$ cat src/rtl/core/lmcd_pkg.sv
// shared types and constants for the led matrix chain frame driver
`timescale 1ns / 1ps
package lmcd_pkg;

  localparam int ROWS_PER_CHIP   = 8;
  localparam int MAX_CHIPS_DEF   = 8;
  localparam int QUEUE_DEPTH     = 2;
  localparam logic [3:0] DEV_COUNT_RESET = 4'd8;

  localparam logic [2:0] CMD_LED       = 3'd0;
  localparam logic [2:0] CMD_ROW       = 3'd1;
  localparam logic [2:0] CMD_COLUMN    = 3'd2;
  localparam logic [2:0] CMD_CLEAR     = 3'd3;
  localparam logic [2:0] CMD_SHUTDOWN  = 3'd4;
  localparam logic [2:0] CMD_INTENSITY = 3'd5;
  localparam logic [2:0] CMD_SCANLIMIT = 3'd6;
  localparam logic [2:0] CMD_RAW       = 3'd7;

  localparam logic [3:0] REG_INTENSITY = 4'd10;
  localparam logic [3:0] REG_SCANLIMIT = 4'd11;
  localparam logic [3:0] REG_SHUTDOWN  = 4'd12;
  localparam logic [7:0] MAX_INTENSITY = 8'd15;
  localparam logic [7:0] MAX_SCANLIMIT = 8'd7;
  localparam logic [7:0] LED_MASK_MSB  = 8'h80;

  typedef struct packed {
    logic [2:0] command;
    logic [2:0] device;
    logic [2:0] line_index;
    logic [2:0] column_index;
    logic [7:0] value;
    logic [3:0] register_code;
  } in_word_t;

  typedef struct packed {
    logic [15:0] chain_word;
    logic        frame_end;
    logic        last;
  } out_word_t;

  typedef enum logic [1:0] {
    OP_LED   = 2'd0,
    OP_ROW   = 2'd1,
    OP_CLEAR = 2'd2,
    OP_PLAIN = 2'd3
  } job_op_t;

  typedef struct packed {
    job_op_t    op;
    logic       multi;
    logic [2:0] device;
    logic [2:0] line;
    logic [2:0] col;
    logic [3:0] reg_code;
    logic [7:0] data;
  } job_t;

  typedef struct packed {
    logic full;
    logic empty;
  } q_status_t;

endpackage

$ cat src/rtl/core/lmcd_ram.sv
// generic single-port-write ram with registered read
`timescale 1ns / 1ps
module lmcd_ram #(
  parameter int WIDTH = 8,
  parameter int DEPTH = 64
) (
  input  logic                     clk,
  input  logic                     we,
  input  logic [$clog2(DEPTH)-1:0] waddr,
  input  logic [WIDTH-1:0]         wdata,
  input  logic [$clog2(DEPTH)-1:0] raddr,
  output logic [WIDTH-1:0]         rdata
);

  logic [WIDTH-1:0] mem_r [DEPTH];
  logic [WIDTH-1:0] rdata_r;

  always_ff @(posedge clk) begin
    if (we) begin
      mem_r[waddr] <= wdata;
    end
    rdata_r <= mem_r[raddr];
  end

  assign rdata = rdata_r;

endmodule

$ cat src/rtl/core/lmcd_front.sv
// command decode and range checks ahead of the job queue
`timescale 1ns / 1ps
module lmcd_front #(
  parameter int CNT_W = 4
) (
  input  lmcd_pkg::in_word_t  in_data,
  input  logic                start,
  input  logic [CNT_W-1:0]    chain_len,
  input  lmcd_pkg::q_status_t q_status,
  output logic                busy,
  output logic                push,
  output lmcd_pkg::job_t      job
);

  localparam int CMP_W = (CNT_W > 3) ? CNT_W : 3;

  logic             ok;
  logic             in_chain;
  logic [CMP_W-1:0] dev_ext;
  logic [CMP_W-1:0] len_ext;

  assign dev_ext  = CMP_W'(in_data.device);
  assign len_ext  = CMP_W'(chain_len);
  assign in_chain = dev_ext < len_ext;

  always_comb begin
    ok           = in_chain;
    job.op       = lmcd_pkg::OP_PLAIN;
    job.multi    = 1'b0;
    job.device   = in_data.device;
    job.line     = in_data.line_index;
    job.col      = in_data.column_index;
    job.reg_code = in_data.register_code;
    job.data     = in_data.value;
    unique case (in_data.command)
      lmcd_pkg::CMD_LED: begin
        job.op = lmcd_pkg::OP_LED;
      end
      lmcd_pkg::CMD_ROW: begin
        job.op = lmcd_pkg::OP_ROW;
      end
      lmcd_pkg::CMD_COLUMN: begin
        job.op    = lmcd_pkg::OP_LED;
        job.multi = 1'b1;
        job.col   = in_data.line_index;
      end
      lmcd_pkg::CMD_CLEAR: begin
        job.op    = lmcd_pkg::OP_CLEAR;
        job.multi = 1'b1;
      end
      lmcd_pkg::CMD_SHUTDOWN: begin
        job.reg_code = lmcd_pkg::REG_SHUTDOWN;
        job.data     = (in_data.value != 8'd0) ? 8'd0 : 8'd1;
      end
      lmcd_pkg::CMD_INTENSITY: begin
        job.reg_code = lmcd_pkg::REG_INTENSITY;
        ok           = in_chain && (in_data.value <= lmcd_pkg::MAX_INTENSITY);
      end
      lmcd_pkg::CMD_SCANLIMIT: begin
        job.reg_code = lmcd_pkg::REG_SCANLIMIT;
        ok           = in_chain && (in_data.value <= lmcd_pkg::MAX_SCANLIMIT);
      end
      lmcd_pkg::CMD_RAW: begin
        job.reg_code = in_data.register_code;
      end
      default: begin
        ok = 1'b0;
      end
    endcase
  end

  assign busy = q_status.full;
  assign push = start && !q_status.full && ok;

endmodule

$ cat src/rtl/core/lmcd_queue.sv
// short job queue between decode and frame engine
`timescale 1ns / 1ps
module lmcd_queue (
  input  logic                clk,
  input  logic                rst_n,
  input  logic                push,
  input  lmcd_pkg::job_t      push_job,
  input  logic                pop,
  output lmcd_pkg::job_t      pop_job,
  output lmcd_pkg::q_status_t q_status
);

  localparam int DEPTH = lmcd_pkg::QUEUE_DEPTH;
  localparam int PTR_W = (DEPTH > 1) ? $clog2(DEPTH) : 1;
  localparam int CNT_W = $clog2(DEPTH + 1);

  lmcd_pkg::job_t mem_r [DEPTH];
  logic [PTR_W-1:0] wr_ptr_r, wr_ptr_nxt;
  logic [PTR_W-1:0] rd_ptr_r, rd_ptr_nxt;
  logic [CNT_W-1:0] count_r, count_nxt;
  logic do_push, do_pop;

  assign q_status.full  = (count_r == CNT_W'(DEPTH));
  assign q_status.empty = (count_r == '0);
  assign do_push = push && !q_status.full;
  assign do_pop  = pop && !q_status.empty;
  assign pop_job = mem_r[rd_ptr_r];

  always_comb begin
    wr_ptr_nxt = wr_ptr_r;
    rd_ptr_nxt = rd_ptr_r;
    count_nxt  = count_r;
    if (do_push) begin
      wr_ptr_nxt = (wr_ptr_r == PTR_W'(DEPTH - 1)) ? '0 : wr_ptr_r + 1'b1;
    end
    if (do_pop) begin
      rd_ptr_nxt = (rd_ptr_r == PTR_W'(DEPTH - 1)) ? '0 : rd_ptr_r + 1'b1;
    end
    if (do_push && !do_pop) begin
      count_nxt = count_r + 1'b1;
    end else if (do_pop && !do_push) begin
      count_nxt = count_r - 1'b1;
    end
  end

  always_ff @(posedge clk) begin
    if (!rst_n) begin
      wr_ptr_r <= '0;
      rd_ptr_r <= '0;
      count_r  <= '0;
    end else begin
      wr_ptr_r <= wr_ptr_nxt;
      rd_ptr_r <= rd_ptr_nxt;
      count_r  <= count_nxt;
    end
  end

  always_ff @(posedge clk) begin
    if (do_push) begin
      mem_r[wr_ptr_r] <= push_job;
    end
  end

endmodule

$ cat src/rtl/core/lmcd_back.sv
// frame engine: shadow row update and word-by-word frame output
`timescale 1ns / 1ps
module lmcd_back #(
  parameter int MAX_CHIPS = lmcd_pkg::MAX_CHIPS_DEF,
  parameter int CNT_W     = 4
) (
  input  logic                clk,
  input  logic                rst_n,
  input  logic [CNT_W-1:0]    chain_len,
  input  lmcd_pkg::q_status_t q_status,
  input  lmcd_pkg::job_t      q_job,
  output logic                pop,
  output logic                out_valid,
  output lmcd_pkg::out_word_t out_data
);

  localparam int DEPTH  = MAX_CHIPS * lmcd_pkg::ROWS_PER_CHIP;
  localparam int ADDR_W = $clog2(DEPTH);
  localparam int CMP_W  = (CNT_W > 3) ? CNT_W : 3;

  typedef enum logic [3:0] {
    S_IDLE  = 4'b0001,
    S_FETCH = 4'b0010,
    S_MERGE = 4'b0100,
    S_EMIT  = 4'b1000
  } state_t;

  state_t              state_r, state_nxt;
  lmcd_pkg::job_t      job_r;
  logic [2:0]          frame_r, frame_nxt;
  logic [CNT_W-1:0]    chip_r, chip_nxt;
  logic [15:0]         word_r;
  logic [DEPTH-1:0]    valid_r;
  logic                rd_valid_r;
  logic                out_valid_r;
  lmcd_pkg::out_word_t out_data_r;

  logic [2:0]          row;
  logic [ADDR_W+5:0]   addr_wide;
  logic [ADDR_W-1:0]   addr;
  logic [7:0]          ram_rdata;
  logic [7:0]          old_row;
  logic [7:0]          mask;
  logic                led_on;
  logic [7:0]          new_data;
  logic [3:0]          new_reg;
  logic                ram_we;
  logic                final_frame;
  logic                chip_hit;

  assign row       = job_r.multi ? frame_r : job_r.line;
  assign addr_wide = {{ADDR_W{1'b0}}, job_r.device, row};
  assign addr      = addr_wide[ADDR_W-1:0];
  assign old_row   = rd_valid_r ? ram_rdata : 8'd0;
  assign mask      = lmcd_pkg::LED_MASK_MSB >> job_r.col;
  assign led_on    = job_r.multi ? job_r.data[3'd7 - frame_r] : job_r.data[0];
  assign final_frame = !job_r.multi || (frame_r == 3'd7);
  assign chip_hit  = (CMP_W'(chip_r) == CMP_W'(job_r.device));

  always_comb begin
    new_data = job_r.data;
    new_reg  = 4'({1'b0, row} + 4'd1);
    case (job_r.op)
      lmcd_pkg::OP_LED:   new_data = led_on ? (old_row | mask) : (old_row & ~mask);
      lmcd_pkg::OP_ROW:   new_data = job_r.data;
      lmcd_pkg::OP_CLEAR: new_data = 8'd0;
      default: begin
        new_data = job_r.data;
        new_reg  = job_r.reg_code;
      end
    endcase
  end

  assign ram_we = (state_r == S_MERGE) && (job_r.op != lmcd_pkg::OP_PLAIN);
  assign pop    = (state_r == S_IDLE) && !q_status.empty;

  lmcd_ram #(
    .WIDTH (8),
    .DEPTH (DEPTH)
  ) u_shadow (
    .clk   (clk),
    .we    (ram_we),
    .waddr (addr),
    .wdata (new_data),
    .raddr (addr),
    .rdata (ram_rdata)
  );

  always_comb begin
    state_nxt = state_r;
    frame_nxt = frame_r;
    chip_nxt  = chip_r;
    unique case (state_r)
      S_IDLE: begin
        if (!q_status.empty) begin
          state_nxt = S_FETCH;
          frame_nxt = 3'd0;
        end
      end
      S_FETCH: begin
        state_nxt = S_MERGE;
      end
      S_MERGE: begin
        state_nxt = S_EMIT;
        chip_nxt  = CNT_W'(chain_len - 1'b1);
      end
      S_EMIT: begin
        if (chip_r == '0) begin
          if (final_frame) begin
            state_nxt = S_IDLE;
          end else begin
            state_nxt = S_FETCH;
            frame_nxt = frame_r + 3'd1;
          end
        end else begin
          chip_nxt = chip_r - 1'b1;
        end
      end
      default: begin
        state_nxt = S_IDLE;
      end
    endcase
  end

  always_ff @(posedge clk) begin
    if (!rst_n) begin
      state_r     <= S_IDLE;
      frame_r     <= 3'd0;
      chip_r      <= '0;
      valid_r     <= '0;
      out_valid_r <= 1'b0;
    end else begin
      state_r     <= state_nxt;
      frame_r     <= frame_nxt;
      chip_r      <= chip_nxt;
      out_valid_r <= (state_r == S_EMIT);
      if (ram_we) begin
        valid_r[addr] <= 1'b1;
      end
    end
  end

  always_ff @(posedge clk) begin
    if (pop) begin
      job_r <= q_job;
    end
    if (state_r == S_FETCH) begin
      rd_valid_r <= valid_r[addr];
    end
    if (state_r == S_MERGE) begin
      word_r <= {new_reg, 4'h0, new_data} & 16'h0FFF | {4'h0, new_reg, new_data};
    end
    out_data_r.chain_word <= chip_hit ? word_r : 16'd0;
    out_data_r.frame_end  <= (chip_r == '0);
    out_data_r.last       <= (chip_r == '0) && final_frame;
  end

  assign out_valid = out_valid_r;
  assign out_data  = out_data_r;

endmodule

$ cat src/rtl/core/led_matrix_chain_frame_driver_top.sv
// top level of the led matrix chain frame driver
//
//  channel  ports                          handshake
//  in       start, busy, in_data           taken when start and not busy
//  out      out_valid, out_data            one word per strobe, no stall
//  cfg      cfg_valid, cfg_ready, cfg_data written when valid and ready
//
// each frame in the frame engine is a shadow read, a merge and write,
// then one word per chip; column and clear give 8 frames.
// busy rises only when the two-entry job queue is full.
// reset empties the queue and marks every shadow row as zero.
// out has no back pressure; cfg_ready is always high.
`timescale 1ns / 1ps
module led_matrix_chain_frame_driver_top #(
  parameter int MAX_CHIPS = lmcd_pkg::MAX_CHIPS_DEF
) (
  input  logic                clk,
  input  logic                rst_n,
  input  logic                start,
  output logic                busy,
  input  lmcd_pkg::in_word_t  in_data,
  output logic                out_valid,
  output lmcd_pkg::out_word_t out_data,
  input  logic                cfg_valid,
  output logic                cfg_ready,
  input  logic [3:0]          cfg_data
);

  localparam int CNT_W = $clog2(MAX_CHIPS + 1);

  logic [3:0]          dev_count_r;
  logic [CNT_W-1:0]    chain_len;
  logic                push;
  logic                pop;
  lmcd_pkg::job_t      push_job;
  lmcd_pkg::job_t      pop_job;
  lmcd_pkg::q_status_t q_status;

  assign cfg_ready = 1'b1;

  always_ff @(posedge clk) begin
    if (!rst_n) begin
      dev_count_r <= lmcd_pkg::DEV_COUNT_RESET;
    end else if (cfg_valid && cfg_ready) begin
      dev_count_r <= cfg_data;
    end
  end

  // zero or too many chips falls back to the full chain
  assign chain_len = ((dev_count_r == 4'd0) || (32'(dev_count_r) > MAX_CHIPS)) ?
                     CNT_W'(MAX_CHIPS) : CNT_W'(dev_count_r);

  lmcd_front #(
    .CNT_W (CNT_W)
  ) u_front (
    .in_data   (in_data),
    .start     (start),
    .chain_len (chain_len),
    .q_status  (q_status),
    .busy      (busy),
    .push      (push),
    .job       (push_job)
  );

  lmcd_queue u_queue (
    .clk      (clk),
    .rst_n    (rst_n),
    .push     (push),
    .push_job (push_job),
    .pop      (pop),
    .pop_job  (pop_job),
    .q_status (q_status)
  );

  lmcd_back #(
    .MAX_CHIPS (MAX_CHIPS),
    .CNT_W     (CNT_W)
  ) u_back (
    .clk       (clk),
    .rst_n     (rst_n),
    .chain_len (chain_len),
    .q_status  (q_status),
    .q_job     (pop_job),
    .pop       (pop),
    .out_valid (out_valid),
    .out_data  (out_data)
  );

  a_last_ends_frame: assert property (@(posedge clk) disable iff (!rst_n)
    out_valid && out_data.last |-> out_data.frame_end)
    else $error("last word without frame end");

  a_gap_after_last: assert property (@(posedge clk) disable iff (!rst_n)
    out_valid && out_data.last |=> !out_valid)
    else $error("word right after final word");

  a_frame_contiguous: assert property (@(posedge clk) disable iff (!rst_n)
    out_valid && !out_data.frame_end |=> out_valid)
    else $error("frame broken up");

  a_busy_blocks_push: assert property (@(posedge clk) disable iff (!rst_n)
    busy |-> !push)
    else $error("job pushed while queue full");

endmodule
$ cat config.mk
export PLATFORM = sky130hd
export DESIGN_NAME = led_matrix_chain_frame_driver_top
export DESIGN_NICKNAME = d
export VERILOG_FILES = /design/src/rtl/core/lmcd_pkg.sv /design/src/rtl/core/lmcd_ram.sv /design/src/rtl/core/lmcd_front.sv /design/src/rtl/core/lmcd_queue.sv /design/src/rtl/core/lmcd_back.sv /design/src/rtl/core/led_matrix_chain_frame_driver_top.sv
export SDC_FILE = /design/constraint.sdc
export NUM_CORES = 1
export LEC_CHECK = 0
export ABC_AREA = 1
export BUFFER_PORTS_ARGS = -buffer_cell sky130_fd_sc_hd__buf_2
export CORE_ASPECT_RATIO = 0.9
export CORE_MARGIN = 3
export CORE_UTILIZATION = 40
export CTS_BUF_LIST = sky130_fd_sc_hd__clkbuf_16
export CTS_CLUSTER_SIZE = 16
export DETAILED_ROUTE_END_ITERATION = 10
export GPL_ROUTABILITY_DRIVEN = 0
export PLACE_DENSITY = 0.65
export SYNTH_ARGS = -nofsm -noshare
export SYNTH_HDL_FRONTEND = slang
export SYNTH_SLANG_ARGS = --single-unit
$ cat constraint.sdc
create_clock -name clk -period 3.08 [get_ports clk]
set_input_delay 0.154 -clock clk [delete_from_list [all_inputs] [get_ports clk]]
set_output_delay 0.154 -clock clk [all_outputs]
set_load 0.01 [all_outputs]
==> flow_metrics.env <==
export IMPL_outcome="complete, no violations"
export IMPL_min_to="u_queue.wr_ptr_r"
export IMPL_max_slew_margin=0.307
export IMPL_clock_latency_ns=0.63
export IMPL_core_area_um2=73500
export IMPL_tightest_slew_ns=1.04
export IMPL_hold_slack_ns=0.0758
export IMPL_r2r_worst_path_cells=9
export IMPL_switching_share=0.389
export IMPL_start_kind="flip-flop"
export IMPL_endpoint_kind="flip-flop"
export IMPL_wl_per_cell_um=17.4
export IMPL_cp_arrival_ns=3.08
export IMPL_synthXorXnorAreaFrac=0.000586
export IMPL_grt_util_all_layers=0.189
export IMPL_r2r_slack_ns=0.31
export IMPL_dr_pass1_iters=5
export IMPL_synth_top_cell_by_area="edfxtp_1"
export IMPL_drc_errors=0
export IMPL_whs_path_depth=7
export IMPL_switching_power_w=0.0128
export IMPL_start_util=0.407
export IMPL_fin_ws_ns=0.314
export IMPL_synth_area_mux_share=0.00113
export IMPL_min_path_type="input pin to flip-flop"
export IMPL_synth_seq_area_share=0.671
export IMPL_holdCritStartpoint="start"
export IMPL_cts_htree_levels=3
export IMPL_rows=94
export IMPL_grt_pass1_vias=19944
export IMPL_path_max_fanout=21
export IMPL_pwr_share_comb=0.364
export IMPL_setup_viol=0
export IMPL_die_h_um=265
export IMPL_grt_ovfl_total=0
export IMPL_cts_sinks=703
export IMPL_synth_area_um2=29900
export IMPL_antenna_cells=0
export IMPL_dieArea_um2=78000
export IMPL_drt_iter0_markers=2031
export IMPL_antenna_found_initial=0
export IMPL_synth_top_family_by_area="simple AND/OR/NAND/NOR gates"
export IMPL_grt_max_degree=118
export IMPL_finalCritPeriodShare=0.898
export IMPL_die_width_um=294
export IMPL_avgSynthCellArea_um2=9.61
export IMPL_timing_final_max_slew_violations=0
export IMPL_cts_tree="built"
export IMPL_cts_made_buffers=70
export IMPL_p_int_w=0.0201
export IMPL_criticalPathCategory="flip-flop to flip-flop"
export IMPL_ys_seq_elements=703
export IMPL_vdd_ir_drop_max_mv=0.772
export IMPL_layout_drive_gt1_share=0.0987
export IMPL_grt_pass1_wl_mm=115
export IMPL_yosys_area_top_type_share=0.600
export IMPL_yosys_area_share_adder=0.00293
export IMPL_p_total_w=0.0329
export IMPL_clockRootBuffer="clkbuf_16"
export IMPL_hpwl_mm=42.9
export IMPL_cts_path_max_buffers=3
export IMPL_synth_distinct_cells=38
export IMPL_worstReg2RegStart="u_back.job_r[21]"
export IMPL_synthTopCellsByArea="edfxtp_1 (60%), nand2_1 (21%), dfxtp_1 (7.1%), nor2_1 (2.8%), nand3_1 (2.3%)"
export IMPL_cts_setup_buffers=0
export IMPL_pwr_share_clk=0.259
export IMPL_path_clk_slew_ns=0.06
export IMPL_setup_tns_ns=0
export IMPL_rsz0062_at_grt="false"
export IMPL_final_min_clock_period_ns=2.77
export IMPL_pre_cts_slack_ns=0.371
export IMPL_p_seq_frac=0.377
export IMPL_fin_nets=3245
export IMPL_synth_compound_area_frac=0.0133
export IMPL_fmax_mhz=361
export IMPL_yosysWarnings=0
export IMPL_detail_route_antenna_nets=0
export IMPL_powerDensity_nw_per_um2=964
export IMPL_fillCellCount=6765
export IMPL_p_leak_nw=14.6
export IMPL_finalHoldViolCount=0
export IMPL_wirelength_mm=73.5
export IMPL_cp_data_required_time_ns=3.40
export IMPL_max_cap_violations=0
export IMPL_yosys_area_share_simple=0.275
export IMPL_placement_io_buffers=47
export IMPL_reg2reg_to="u_back.u_shadow.mem_r[62][1]"
export IMPL_num_vias=20940
export IMPL_synthCells=3111
export IMPL_finClkSkew_ns=0.0236
export IMPL_synthToLayoutAreaGrowth_pct=14.2
export IMPL_post_drt_via_cell_ratio=4.96
export IMPL_io_pins=53
[Yosys cell counts]
library cell / instances
a211o_1: 1
a21boi_0: 1
a21oi_1: 27
buf_1: 14
buf_2: 60
buf_4: 20
buf_6: 4
clkbuf_1: 51
clkinv_1: 1
conb_1: 2
dfxtp_1: 106
edfxtp_1: 597
ha_1: 7
inv_1: 68
inv_2: 20
inv_4: 1
mux2_2: 3
nand2_1: 1663
nand2_2: 8
nand2_4: 4
nand3_1: 136
nand3b_1: 1
nand4_1: 3
nor2_1: 222
nor2_2: 23
nor2_4: 2
nor3_1: 2
nor3_2: 12
nor3_4: 2
o211ai_1: 1
o21a_1: 1
o21ai_0: 40
o21ai_2: 1
o221ai_1: 1
o22ai_1: 2
or2_2: 2
xnor2_1: 1
xor2_1: 1
[layout by cell type, fill, tap and decap left out, types with 35 or more instances in the layout]
| cell | instances |
|---|---|
| buf_2 | 47 |
| dlygate4sd3_1 | 35 |
| nor2_1 | 220 |
| clkbuf_16 | 74 |
| nand3_1 | 136 |
| o21ai_0 | 40 |
| buf_4 | 73 |
| inv_1 | 89 |
| dfxtp_1 | 106 |
| nand2_1 | 1655 |
| edfxtp_1 | 597 |
[what timing repair did]
action / 4_1_cts / 5_1_grt
gates resized for setup: 0 / 0
hold endpoints to repair: 60 / 0
hold buffers: 35 / 0
[flip-flops by register name (all words and copies together) (netlist names), 3 cells and up]
| signal | flops |
|---|---|
| u_back.state_r | 4 |
| dev_count_r | 4 |
| u_back.u_shadow.rdata | 8 |
| u_back.addr | 3 |
| u_back.frame_r | 3 |
| u_back.out_data | 14 |
| u_back.valid_r | 64 |
| u_back.job_r | 21 |
| u_back.u_shadow.mem_r | 512 |
| u_queue.mem_r | 48 |
| u_back.word_r | 12 |
| u_back.chip_r | 4 |
[worst max-delay path by stage]
stage / from / to / slack, ns / cells past startpoint
final: u_back.job_r[21] / u_back.u_shadow.mem_r[62][1] / 0.31 / 9
after global routing: u_back.job_r[21] / u_back.rd_valid_r / 0.09 / 14
after CTS: u_back.job_r[21] / u_back.rd_valid_r / 0.35 / 14
after detailed placement: u_back.job_r[21] / u_back.rd_valid_r / 0.37 / 14
after global placement: u_back.job_r[21] / u_back.rd_valid_r / 0.39 / 14
after floorplan: u_back.state_r[3] / u_queue.count_r[1] / 0.27 / 9
[power by group through the flow]
stage	Combinational, W	Clock [W]	Sequential (W)
2_1_floorplan	0.00769	0	0.0125
3_3_place_gp	0.0118	0	0.0126
3_5_place_dp	0.0119	0	0.0126
4_1_cts	0.0120	0.00868	0.0124
5_1_grt	0.0134	0.00902	0.0124
6_report	0.0120	0.00851	0.0124
[per-stage QoR]
step           utilization  instance area [µm²]  std cells
2_1_floorplan            -                29900       3114
6_report             0.464                34100       4224
3_5_place_dp         0.428                31500       4059
4_1_cts              0.464                34100       4224
3_3_place_gp         0.428                31500       4059
5_1_grt              0.464                34100       4224
[metal layers]
| layer | vias to the layer above | wire (µm) | global-route usage |
|---|---|---|---|
| met5 | - | 0 | 0 |
| met4 | 0 | 1790 | 0.0539 |
| met3 | 123 | 5750 | 0.0398 |
| met2 | 737 | 32800 | 0.294 |
| met1 | 9829 | 33200 | 0.270 |
| li1 | 10251 | - | - |
[area by class of cell]
class,instances,area [µm²],area share
clock buffers,74,1850,0.0542
clock inverters,56,444,0.0130
inverters,90,343,0.0100
multi-input cells,2172,8840,0.259
flip-flops and latches,703,20000,0.587
well taps,960,1200,0.0352
repair buffers,169,1410,0.0414
[critical path, cell delays in order, from the launching register on]
cell and delay, ns:
edfxtp_1 0.58, inv_4 0.19, nor2_1 0.10, nor2_4 0.30, buf_4 0.35, nand2_1 0.11
nor2_1 0.09, inv_1 0.27, nor2_1 0.27, buf_4 0.21
[logic make-up (layout without fill, tap and decap cells)]
logic type	Yosys count	count (layout)
simple gates	2080	2080
mux	3	3
flops	703	703
xor+xnor	2	2
fa+ha+maj	7	7
compound gates	75	75
buf+inv	239	389
other cells	2	5
Power figures use the tool's default switching activity.
